**src/dsrs_pkg.sv**
```systemverilog
`timescale 1ns / 1ps
package dsrs_pkg;

	localparam int NUM_CHANNELS = 14;
	localparam int LEVEL_BITS   = 10;
	localparam int IDX_BITS     = $clog2(NUM_CHANNELS);
	localparam int CHAN_BITS    = 4;
	localparam int OP_BITS      = 3;
	localparam int BYTE_BITS    = 8;
	localparam int PCODE_BITS   = 3;
	localparam int PIN_COUNT    = 5;
	localparam int RESET_LEVEL  = 'h100;

	typedef enum logic [OP_BITS-1:0] {
		OP_DAC_DONE = 3'd0,
		OP_START    = 3'd1,
		OP_UPDATE   = 3'd2,
		OP_PORT     = 3'd3,
		OP_MISC     = 3'd4
	} op_t;

	typedef struct packed {
		logic [OP_BITS-1:0]    opcode;
		logic [CHAN_BITS-1:0]  channel;
		logic [LEVEL_BITS-1:0] level;
		logic [BYTE_BITS-1:0]  port_byte;
		logic [PCODE_BITS-1:0] pin_code;
		logic                  pin_level;
	} cmd_t;

	typedef struct packed {
		logic                  dac_write;
		logic [CHAN_BITS-1:0]  dac_channel;
		logic [LEVEL_BITS-1:0] dac_level;
		logic                  port_write;
		logic [BYTE_BITS-1:0]  port_out;
		logic [PIN_COUNT-1:0]  misc_pins;
		logic                  bad_channel;
	} res_t;

	// What the state block shows for the command in stage one.
	typedef struct packed {
		logic [IDX_BITS-1:0]   idx;
		logic [LEVEL_BITS-1:0] level;
		logic [PIN_COUNT-1:0]  pins_nxt;
	} state_view_t;

	function automatic logic chan_ok(input logic [CHAN_BITS-1:0] ch);
		return int'(ch) < NUM_CHANNELS;
	endfunction

endpackage

```
**src/dsrs_ifs.sv**
```systemverilog
`timescale 1ns / 1ps
interface dsrs_cmd_if;
	logic                                 valid;
	logic                                 ready;
	logic [dsrs_pkg::OP_BITS-1:0]    opcode;
	logic [dsrs_pkg::CHAN_BITS-1:0]  channel;
	logic [dsrs_pkg::LEVEL_BITS-1:0] level;
	logic [dsrs_pkg::BYTE_BITS-1:0]  port_byte;
	logic [dsrs_pkg::PCODE_BITS-1:0] pin_code;
	logic                                 pin_level;

	modport source (output valid, opcode, channel, level, port_byte, pin_code, pin_level,
		input ready);
	modport sink (input valid, opcode, channel, level, port_byte, pin_code, pin_level,
		output ready);
endinterface

interface dsrs_res_if;
	logic                                 valid;
	logic                                 ready;
	logic                                 dac_write;
	logic [dsrs_pkg::CHAN_BITS-1:0]  dac_channel;
	logic [dsrs_pkg::LEVEL_BITS-1:0] dac_level;
	logic                                 port_write;
	logic [dsrs_pkg::BYTE_BITS-1:0]  port_out;
	logic [dsrs_pkg::PIN_COUNT-1:0]  misc_pins;
	logic                                 bad_channel;

	modport source (output valid, dac_write, dac_channel, dac_level, port_write, port_out,
		misc_pins, bad_channel, input ready);
	modport sink (input valid, dac_write, dac_channel, dac_level, port_write, port_out,
		misc_pins, bad_channel, output ready);
endinterface

```
**src/dsrs_state.sv**
```systemverilog
`timescale 1ns / 1ps
module dsrs_state (
	input  logic                  clk,
	input  logic                  arst_n,
	input  logic                  fire,
	input  dsrs_pkg::cmd_t        cmd,
	output dsrs_pkg::state_view_t view
);

	logic [dsrs_pkg::LEVEL_BITS-1:0] levels_q [dsrs_pkg::NUM_CHANNELS];
	logic [dsrs_pkg::IDX_BITS-1:0]   idx_q;
	logic [dsrs_pkg::PIN_COUNT-1:0]  pins_q;
	logic [dsrs_pkg::IDX_BITS-1:0]   cur_idx;
	logic [dsrs_pkg::IDX_BITS-1:0]   idx_nxt;
	logic [dsrs_pkg::PIN_COUNT-1:0]  pins_nxt;
	logic [dsrs_pkg::IDX_BITS-1:0]   upd_idx;
	logic                            upd_ok;
	dsrs_pkg::op_t                   op;

	assign op      = dsrs_pkg::op_t'(cmd.opcode);
	// An index beyond the table cannot arise from reset, but reads as channel zero.
	assign cur_idx = (int'(idx_q) < dsrs_pkg::NUM_CHANNELS) ? idx_q : '0;
	assign upd_ok  = dsrs_pkg::chan_ok(cmd.channel);
	assign upd_idx = cmd.channel[dsrs_pkg::IDX_BITS-1:0];

	always_comb begin
		idx_nxt  = idx_q;
		pins_nxt = pins_q;
		unique case (op)
			dsrs_pkg::OP_DAC_DONE, dsrs_pkg::OP_START: begin
				if (int'(cur_idx) == dsrs_pkg::NUM_CHANNELS - 1) begin
					idx_nxt = '0;
				end else begin
					idx_nxt = cur_idx + 1'b1;
				end
			end
			dsrs_pkg::OP_UPDATE: begin
				if (upd_ok) begin
					idx_nxt = upd_idx;
				end
			end
			dsrs_pkg::OP_MISC: begin
				if (int'(cmd.pin_code) < dsrs_pkg::PIN_COUNT) begin
					pins_nxt[cmd.pin_code] = cmd.pin_level;
				end
			end
			default: begin
			end
		endcase
	end

	always_ff @(posedge clk or negedge arst_n) begin
		if (!arst_n) begin
			idx_q  <= '0;
			pins_q <= '0;
			for (int k = 0; k < dsrs_pkg::NUM_CHANNELS; k++) begin
				levels_q[k] <= dsrs_pkg::LEVEL_BITS'(dsrs_pkg::RESET_LEVEL);
			end
		end else if (fire) begin
			idx_q  <= idx_nxt;
			pins_q <= pins_nxt;
			if (op == dsrs_pkg::OP_UPDATE && upd_ok) begin
				levels_q[upd_idx] <= cmd.level;
			end
		end
	end

	assign view.idx      = cur_idx;
	assign view.level    = levels_q[cur_idx];
	assign view.pins_nxt = pins_nxt;

endmodule

```
**src/dac_shadow_refresh_sequencer_core.sv**
```systemverilog
`timescale 1ns / 1ps
// Channel | Role   | Payload
// cmd     | sink   | opcode, channel, level, port_byte, pin_code, pin_level
// res     | source | dac_write, dac_channel, dac_level, port_write, port_out,
//         |        | misc_pins, bad_channel
//
// Every transaction on cmd gives exactly one transaction on res. One transaction is taken
// each cycle while res does not stall: a stage-one register holds the command and the
// result register is loaded from it through the shadow table read and decode.
// Reset puts all shadow levels at 0x100 and clears the refresh index and pin latch.
// A stall on res holds the result register and stage one, after which cmd.ready drops.
module dac_shadow_refresh_sequencer_core (
	input logic           clk,
	input logic           arst_n,
	dsrs_cmd_if.sink      cmd,
	dsrs_res_if.source    res
);

	logic                  v_s1;
	dsrs_pkg::cmd_t        cmd_s1;
	logic                  v_s2;
	dsrs_pkg::res_t        res_s2;
	logic                  advance;
	logic                  take;
	dsrs_pkg::state_view_t view;
	dsrs_pkg::res_t        res_d;

	assign advance   = v_s1 && (!v_s2 || res.ready);
	assign cmd.ready = !v_s1 || advance;
	assign take      = cmd.valid && cmd.ready;

	dsrs_state u_state (
		.clk    (clk),
		.arst_n (arst_n),
		.fire   (advance),
		.cmd    (cmd_s1),
		.view   (view)
	);

	always_comb begin
		res_d           = '0;
		res_d.misc_pins = view.pins_nxt;
		unique case (dsrs_pkg::op_t'(cmd_s1.opcode))
			dsrs_pkg::OP_DAC_DONE, dsrs_pkg::OP_START: begin
				res_d.dac_write   = 1'b1;
				res_d.dac_channel = dsrs_pkg::CHAN_BITS'(view.idx);
				res_d.dac_level   = view.level;
			end
			dsrs_pkg::OP_UPDATE: begin
				res_d.bad_channel = !dsrs_pkg::chan_ok(cmd_s1.channel);
			end
			dsrs_pkg::OP_PORT: begin
				res_d.port_write = 1'b1;
				res_d.port_out   = cmd_s1.port_byte;
			end
			default: begin
			end
		endcase
	end

	always_ff @(posedge clk or negedge arst_n) begin
		if (!arst_n) begin
			v_s1 <= 1'b0;
			v_s2 <= 1'b0;
		end else begin
			if (take) begin
				v_s1 <= 1'b1;
			end else if (advance) begin
				v_s1 <= 1'b0;
			end
			if (advance) begin
				v_s2 <= 1'b1;
			end else if (res.ready) begin
				v_s2 <= 1'b0;
			end
		end
	end

	always_ff @(posedge clk) begin
		if (take) begin
			cmd_s1.opcode    <= cmd.opcode;
			cmd_s1.channel   <= cmd.channel;
			cmd_s1.level     <= cmd.level;
			cmd_s1.port_byte <= cmd.port_byte;
			cmd_s1.pin_code  <= cmd.pin_code;
			cmd_s1.pin_level <= cmd.pin_level;
		end
		if (advance) begin
			res_s2 <= res_d;
		end
	end

	assign res.valid       = v_s2;
	assign res.dac_write   = res_s2.dac_write;
	assign res.dac_channel = res_s2.dac_channel;
	assign res.dac_level   = res_s2.dac_level;
	assign res.port_write  = res_s2.port_write;
	assign res.port_out    = res_s2.port_out;
	assign res.misc_pins   = res_s2.misc_pins;
	assign res.bad_channel = res_s2.bad_channel;

endmodule

```
**src/flat_wrapper.sv**
```systemverilog
// flat-port wrapper written by rule: the top's interface ports become plain ports
module dac_shadow_refresh_sequencer_core_flat 
  (clk, arst_n, cmd_valid, cmd_opcode, cmd_channel, cmd_level, cmd_port_byte, cmd_pin_code, cmd_pin_level, cmd_ready, res_valid, res_dac_write, res_dac_channel, res_dac_level, res_port_write, res_port_out, res_misc_pins, res_bad_channel, res_ready);
  dsrs_cmd_if cmd_i ();
  dsrs_res_if res_i ();
  input logic clk;
  input logic arst_n;
  input wire logic [$bits(cmd_i.valid)-1:0] cmd_valid;
  input wire logic [$bits(cmd_i.opcode)-1:0] cmd_opcode;
  input wire logic [$bits(cmd_i.channel)-1:0] cmd_channel;
  input wire logic [$bits(cmd_i.level)-1:0] cmd_level;
  input wire logic [$bits(cmd_i.port_byte)-1:0] cmd_port_byte;
  input wire logic [$bits(cmd_i.pin_code)-1:0] cmd_pin_code;
  input wire logic [$bits(cmd_i.pin_level)-1:0] cmd_pin_level;
  output wire logic [$bits(cmd_i.ready)-1:0] cmd_ready;
  output wire logic [$bits(res_i.valid)-1:0] res_valid;
  output wire logic [$bits(res_i.dac_write)-1:0] res_dac_write;
  output wire logic [$bits(res_i.dac_channel)-1:0] res_dac_channel;
  output wire logic [$bits(res_i.dac_level)-1:0] res_dac_level;
  output wire logic [$bits(res_i.port_write)-1:0] res_port_write;
  output wire logic [$bits(res_i.port_out)-1:0] res_port_out;
  output wire logic [$bits(res_i.misc_pins)-1:0] res_misc_pins;
  output wire logic [$bits(res_i.bad_channel)-1:0] res_bad_channel;
  input wire logic [$bits(res_i.ready)-1:0] res_ready;
  assign cmd_i.valid = cmd_valid;
  assign cmd_i.opcode = cmd_opcode;
  assign cmd_i.channel = cmd_channel;
  assign cmd_i.level = cmd_level;
  assign cmd_i.port_byte = cmd_port_byte;
  assign cmd_i.pin_code = cmd_pin_code;
  assign cmd_i.pin_level = cmd_pin_level;
  assign cmd_ready = cmd_i.ready;
  assign res_valid = res_i.valid;
  assign res_dac_write = res_i.dac_write;
  assign res_dac_channel = res_i.dac_channel;
  assign res_dac_level = res_i.dac_level;
  assign res_port_write = res_i.port_write;
  assign res_port_out = res_i.port_out;
  assign res_misc_pins = res_i.misc_pins;
  assign res_bad_channel = res_i.bad_channel;
  assign res_i.ready = res_ready;
  dac_shadow_refresh_sequencer_core u_core (.clk(clk), .arst_n(arst_n), .cmd(cmd_i), .res(res_i));
endmodule
```
**config.mk**
```make
export PLATFORM = sky130hd
export DESIGN_NAME = dac_shadow_refresh_sequencer_core_flat
export DESIGN_NICKNAME = d
export VERILOG_FILES = /design/src/dsrs_pkg.sv /design/src/dsrs_ifs.sv /design/src/dsrs_state.sv /design/src/dac_shadow_refresh_sequencer_core.sv /design/src/flat_wrapper.sv
export SDC_FILE = /design/constraint.sdc
export NUM_CORES = 1
export LEC_CHECK = 0
export ABC_AREA = 1
export BUFFER_PORTS_ARGS = -buffer_cell sky130_fd_sc_hd__buf_4
export CORE_UTILIZATION = 35
export DETAILED_ROUTE_END_ITERATION = 10
export MAX_ROUTING_LAYER = met4
export PLACE_DENSITY_LB_ADDON = 0.1
export SLEW_MARGIN = 20
export SYNTH_ARGS = -nofsm -noshare
export SYNTH_HDL_FRONTEND = slang
export SYNTH_SLANG_ARGS = --single-unit
```
**constraint.sdc**
```tcl
create_clock -name clk -period 3.95 [get_ports clk]
set_input_delay 0.395 -clock clk [delete_from_list [all_inputs] [get_ports clk]]
set_output_delay 0.395 -clock clk [all_outputs]
set_load 0.05 [all_outputs]
```
Word level (Yosys, flattened, before mapping)
Cells that the tools add are included.

Register bits after elaboration: 210. Word-level logic and storage cells: 86.

Equal/unequal tests: 6. Reduce and logical (&&, ||, !) cells: 17. Add/subtract/negate cells: 1. Mux-type cells: 21. Order comparisons: 8. Bitwise logic cells: 2.

Operators with widths (count): bitwise mux 140 bit (1); binary-select mux 10 bit (select 4 bit) (1); demux 10 bit (select 4 bit) (1); two-way mux 10 bit (3); two-way mux 15 bit (1); two-way mux 4 bit (3); >= comparator 5 bit (second input constant) (2); two-way mux 5 bit (2); NOT 4 -> 5 bit (2); two-way mux 9 bit (1); < comparator 4 bit (second input constant) (2); one-hot mux 4 bit (2 select lines) (1); == test 3 x 2 -> 1 bit (second input constant) (2); nonzero test 2 bit (3); bitwise mux 5 bit (1); logical AND 1 bit (5); < comparator 5 x 1 -> 1 bit (second input constant) (1); two-way mux 1 bit (5); adder 4 x 1 -> 4 bit (second input constant) (1); == test 4 x 3 -> 1 bit (second input constant) (1); < comparator 3 x 4 -> 1 bit (second input constant) (1); demux 1 bit (select 3 bit) (1); == test 3 x 1 -> 1 bit (second input constant) (1); == test 3 bit (second input constant) (1); 9 further kinds (12).

Logic depth before layout (Yosys ltp)
Depth after elaboration: 7. Depth in mapped cells: 12. Depth with buffers taken out: 10.

By module
From an unflattened synthesis, not the netlist that was laid out.

Cell total of the unflattened synthesis: 1193. Area total of the unflattened synthesis: 10013.4 um^2.

Modules (own cells, without submodules): dsrs_state (cells each 1068, times used 1, area each 7838.8 um^2); dac_shadow_refresh_sequencer_core (cells each 125, times used 1, area each 2174.6 um^2).

Least setup slack after synthesis
Ideal clock, no wire load.

Path type: reg2reg. Start: reg u_core.v_s2, in the netlist u_core.res.valid. End: reg u_core.cmd_s1[0] (netlist name), enable pin. Data arrival time: 1795 ps. Data required time: 3566 ps. Clock period less this slack: 2179 ps. Stages on the path, launching flop included: 4. Library setup time: 384 ps. Setup slack: 1771 ps. Cells stage by stage: dfrtp_1 -> nand3_1 -> nand2_1 -> inv_1.

Word-level cells in the longest chain between the ends: 5.

Ends and longest elaborated chain: from (decl) (line dac_shadow_refresh_sequencer_core.sv:21) `logic v_s2;`; from (signal assigned) (line dac_shadow_refresh_sequencer_core.sv:64) `v_s2 <= 1'b0;`; from (signal assigned) (line dac_shadow_refresh_sequencer_core.sv:72) `v_s2 <= 1'b1;`; from (signal assigned) (line dac_shadow_refresh_sequencer_core.sv:74) `v_s2 <= 1'b0;`; zero test 1 bit (line dac_shadow_refresh_sequencer_core.sv:28) `assign advance = v_s1 && (!v_s2 || res.ready);`; logical OR 1 bit (line dac_shadow_refresh_sequencer_core.sv:28); logical AND 1 bit (line dac_shadow_refresh_sequencer_core.sv:28); logical OR 1 bit (line dac_shadow_refresh_sequencer_core.sv:29) `assign cmd.ready = !v_s1 || advance;`; net cmd_ready (line flat_wrapper.sv:15) `output wire logic [$bits(cmd_i.ready)-1:0] cmd_ready;`; logical AND 1 bit (line dac_shadow_refresh_sequencer_core.sv:30) `assign take = cmd.valid && cmd.ready;`; net u_core.take (line dac_shadow_refresh_sequencer_core.sv:24) `logic take;`; to (decl) (line dac_shadow_refresh_sequencer_core.sv:20) `dsrs_pkg::cmd_t cmd_s1;`.

The timed path passes the listed nets, and every way through them passes these cells. A chain may end at the register's enable or synchronous reset.

Final worst setup path
Start: reg u_core.u_state.idx_q[1] (netlist name). End: reg u_core.res_s2, in the netlist u_core.res.dac_level[5] (data pin).

Word-level cells in the longest chain between the ends: 6.

Ends and longest elaborated chain: from (decl) (line dsrs_state.sv:11) `logic [dsrs_pkg::IDX_BITS-1:0] idx_q;`; from (signal assigned) (line dsrs_state.sv:60) `idx_q <= idx_nxt;`; < comparator 4 bit (line dsrs_state.sv:22) `assign cur_idx = (int'(idx_q) < dsrs_pkg::NUM_CHANNELS) ? idx_q : '0;`; two-way mux 4 bit (*) (line dsrs_state.sv:22); NOT 4 -> 5 bit (implied by the code) (*) (line dsrs_state.sv:69) `assign view.level = levels_q[cur_idx];`; binary-select mux 10 bit (select 4 bit) (*) (line dsrs_state.sv:69); two-way mux 10 bit (implied by the code) (*) (2 in a row) (line dsrs_state.sv:69); to (signal assigned) (line dac_shadow_refresh_sequencer_core.sv:89) `res_s2 <= res_d;`; to (decl) (line dac_shadow_refresh_sequencer_core.sv:22) `dsrs_pkg::res_t res_s2;`.

Every way passes the cells marked *; elsewhere a longest branch is shown, timed or not. The select of a mux whose other input is x is not followed.

==> flow_metrics.tcl <==
set metrics [dict create \
    grt_pass1_wl_um 40840 \
    final_util_pct 40.94 \
    clock_path_buffers 3 \
    power_mw 7.015 \
    gr-total-overflow 0 \
    cts-root-buf "clkbuf_16" \
    drt-wirelength-per-cell_um 16.84 \
    finalHoldViolations 28 \
    p_leak_nw 5.185 \
    p_int_mw 4.410 \
    gp_congestion 0.8134 \
    die_h_um 168.5 \
    synth_top_family_by_area "simple AND/OR/NAND/NOR gates" \
    grt_max_degree 92 \
    grt_usage_pct 19.32 \
    ys_seq_elements 210 \
    yosysUniqueCellTypes 31 \
    maxSlewViolCount 0 \
    final_area_um2 11090 \
    finalNetCount 1174 \
    path_clk_slew_ns 0.06 \
    via_count 7270 \
    syn_area_per_cell_um2 8.702 \
    final.period_utilization_pct 63.49 \
    period_minus_slack_ns 2.508 \
    tns_ns 0 \
    drc 0 \
    arrival_ns 2.90 \
    die_w_um 168.5 \
    htree_levels 1 \
    coreArea_um2 27100 \
    drv_cap 0 \
    start_util_pct 35.80 \
    finalSetupViolations 0 \
    via_per_inst 4.749 \
    ir_worst_vdd_v 0.0003051 \
    placedCellCount 1487 \
    numCtsBuffers 24 \
    drt_iter0_drc 523 \
    syn_inst 1115 \
    synthAdderAreaFrac_pct 0 \
    max_stage_delay_ns 0.75 \
    cpMostUsedCell "nand2_1" \
    synth_area_um2 9703 \
    seqPwrFrac_pct 39.6 \
    rows 60 \
    finClkSkew_ns 0.01111 \
    synthSimpleGateAreaFrac_pct 24.55 \
    io_pins 65 \
    yosys_warnings 0 \
    instances_no_fill 1531 \
    violations "hold timing" \
    die_area_um2 28390 \
    switching_share_pct 37.14 \
    worstHoldPathType "in -> async" \
    syn2layout_area_growth_pct 14.34 \
    numPortBuffers 64 \
    final_common_cell "nand2_1" \
    p_sw_mw 2.605 \
    synth.mux.area_fraction_pct 0 \
    status "finished with violations" \
    worst-setup-path-type "reg -> reg" \
    pwr-share-comb_pct 30.3 \
    antenna_found_initial 0 \
    powerDensity_nw_per_um2 632.3 \
    relSlewSlack_pct 32.65 \
    final_cell_mix "nand2_1, dfrtp_1, inv_1, o21ai_1, nand3_1" \
    cts_sinks 210 \
    cts_tree "done" \
    placed_area_um2 10350 \
    tightestPinTransition_ns 1.009 \
    crit_chain "nand3_2, buf_4, nand2_1, nor2_1, nand2_1, nand2_1" \
    cts_setup_buffers 0 \
    critPathLaunchType "flip-flop" \
    cts_hold_buf 0 \
    rsz0062_at_grt "no" \
    synth_compound_area_share_pct 10.15 \
    synth-xor-area-share_pct 0 \
    wirelength_um 25790 \
    seq_area_frac_synth_pct 57.38 \
    r2r_cells 6 \
    dr.pass1.iters 5 \
    critPathRequiredTime_ns 4.34 \
    fmax_mhz 398.7 \
    postRouteAntennaNets 0 \
    cpMaxStageDelayCell "nor2_1" \
    clk_latency_ns 0.53 \
    hold_ws_ns -0.03854 \
    syn-num-nets 1148 \
    grt_pass1_vias 7029 \
    critPathCaptureType "flip-flop" \
    hpwl_um 16450 \
    clockPowerShare_pct 30.1 \
    post_route_cells_drive_above_1_share_pct 12.86 \
    diodes 0 \
    cp_max_fo 31 \
    cts_resized 0 \
]
[state kept, by name, indices dropped and copies added (netlist names)]
signal                   flops
u_core.res.valid             1
u_core.res.bad_channel       1
u_core.cmd_s1               29
u_core.res.misc_pins         5
u_core.u_state.idx_q         4
u_core.v_s1                  1
u_core.u_state.pins_q        5
u_core.res.dac_write         1
u_core.res.port_out          8
u_core.res.port_write        1
u_core.res.dac_channel       4
u_core.res.dac_level        10
u_core.u_state.levels_q    140
[power by group through the flow]
stage	Combinational (mW)	Sequential [mW]	Clock, mW
6_report	2.13	2.78	2.11
5_1_grt	2.39	2.81	2.26
4_1_cts	2.15	2.78	2.17
3_5_place_dp	2.14	2.81	0
3_3_place_gp	2.14	2.81	0
2_1_floorplan	1.44	2.88	0
[cells by family (layout without fill, tap and decap cells)]
group | after synthesis | count (layout)
AOI/OAI and AO/OA | 173 | 173
buffers and inverters | 178 | 222
DFF | 210 | 210
and+or+nand+nor | 554 | 554
[area by class of cell]
cell class / instances / area [um^2]
multi-input combinational: 727 / 3369
clock inverter: 7 / 28.78
sequential: 210 / 5569
tap: 372 / 465.4
inverter: 107 / 401.6
fill: 2784 / 16010
timing repair buffer: 71 / 549.3
clock buffer: 37 / 710.7
[stage by stage]
step	worst slack [ns]	hold WS, ns
floorplan	1.771	0.09941
global placement	1.505	0.4577
detailed placement	1.470	0.4653
CTS	1.443	0.005370
global route	1.201	0.02464
finish	1.442	-0.03854
[worst paths after layout]
path,end,slack (ns),start
max,u_core.res.dac_level[5],1.44,u_core.u_state.idx_q[1]
min,u_core.u_state.levels_q[56],-0.04,arst_n
max reg2reg,u_core.res.dac_level[5],1.44,u_core.u_state.idx_q[1]
min reg2reg,u_core.u_state.levels_q[88],0.47,u_core.u_state.levels_q[88]
max in group asynchronous,u_core.u_state.levels_q[8],3.07,arst_n
min in group clk,u_core.cmd_s1[19],0.05,cmd_level[7]
[per-layer routing]
layer  wire length [um]  track usage, %
met1              12590           27.65
met2              11510           29.03
met3               1145           2.478
met4                548           4.822
met5                  0               -
[cell usage after synthesis, drive strengths merged]
master	count	area share, %
clkbuf	19	0.77
a21oi	10	0.63
inv	107	4.1
nor3	4	0.32
nor2	34	1.4
edfxtp	59	18
nand3	78	4.3
dfrtp	137	35
o21ai	147	8.3
nand3b	39	3.0
nand2	399	16
buf	52	3.0
a21boi	1	0.077
dfstp	14	3.8
a21o	1	0.077
o21a	1	0.077
o211ai	13	1.0
[worst max-delay path: cells and delay by family (launching register included)]
family | cells | cell delay, ns
buffers and inverters | 1 | 0.38
and+or+nand+nor | 5 | 1.32
DFF | 1 | 0.66
Note: power is estimated with default switching activity, not from simulation.
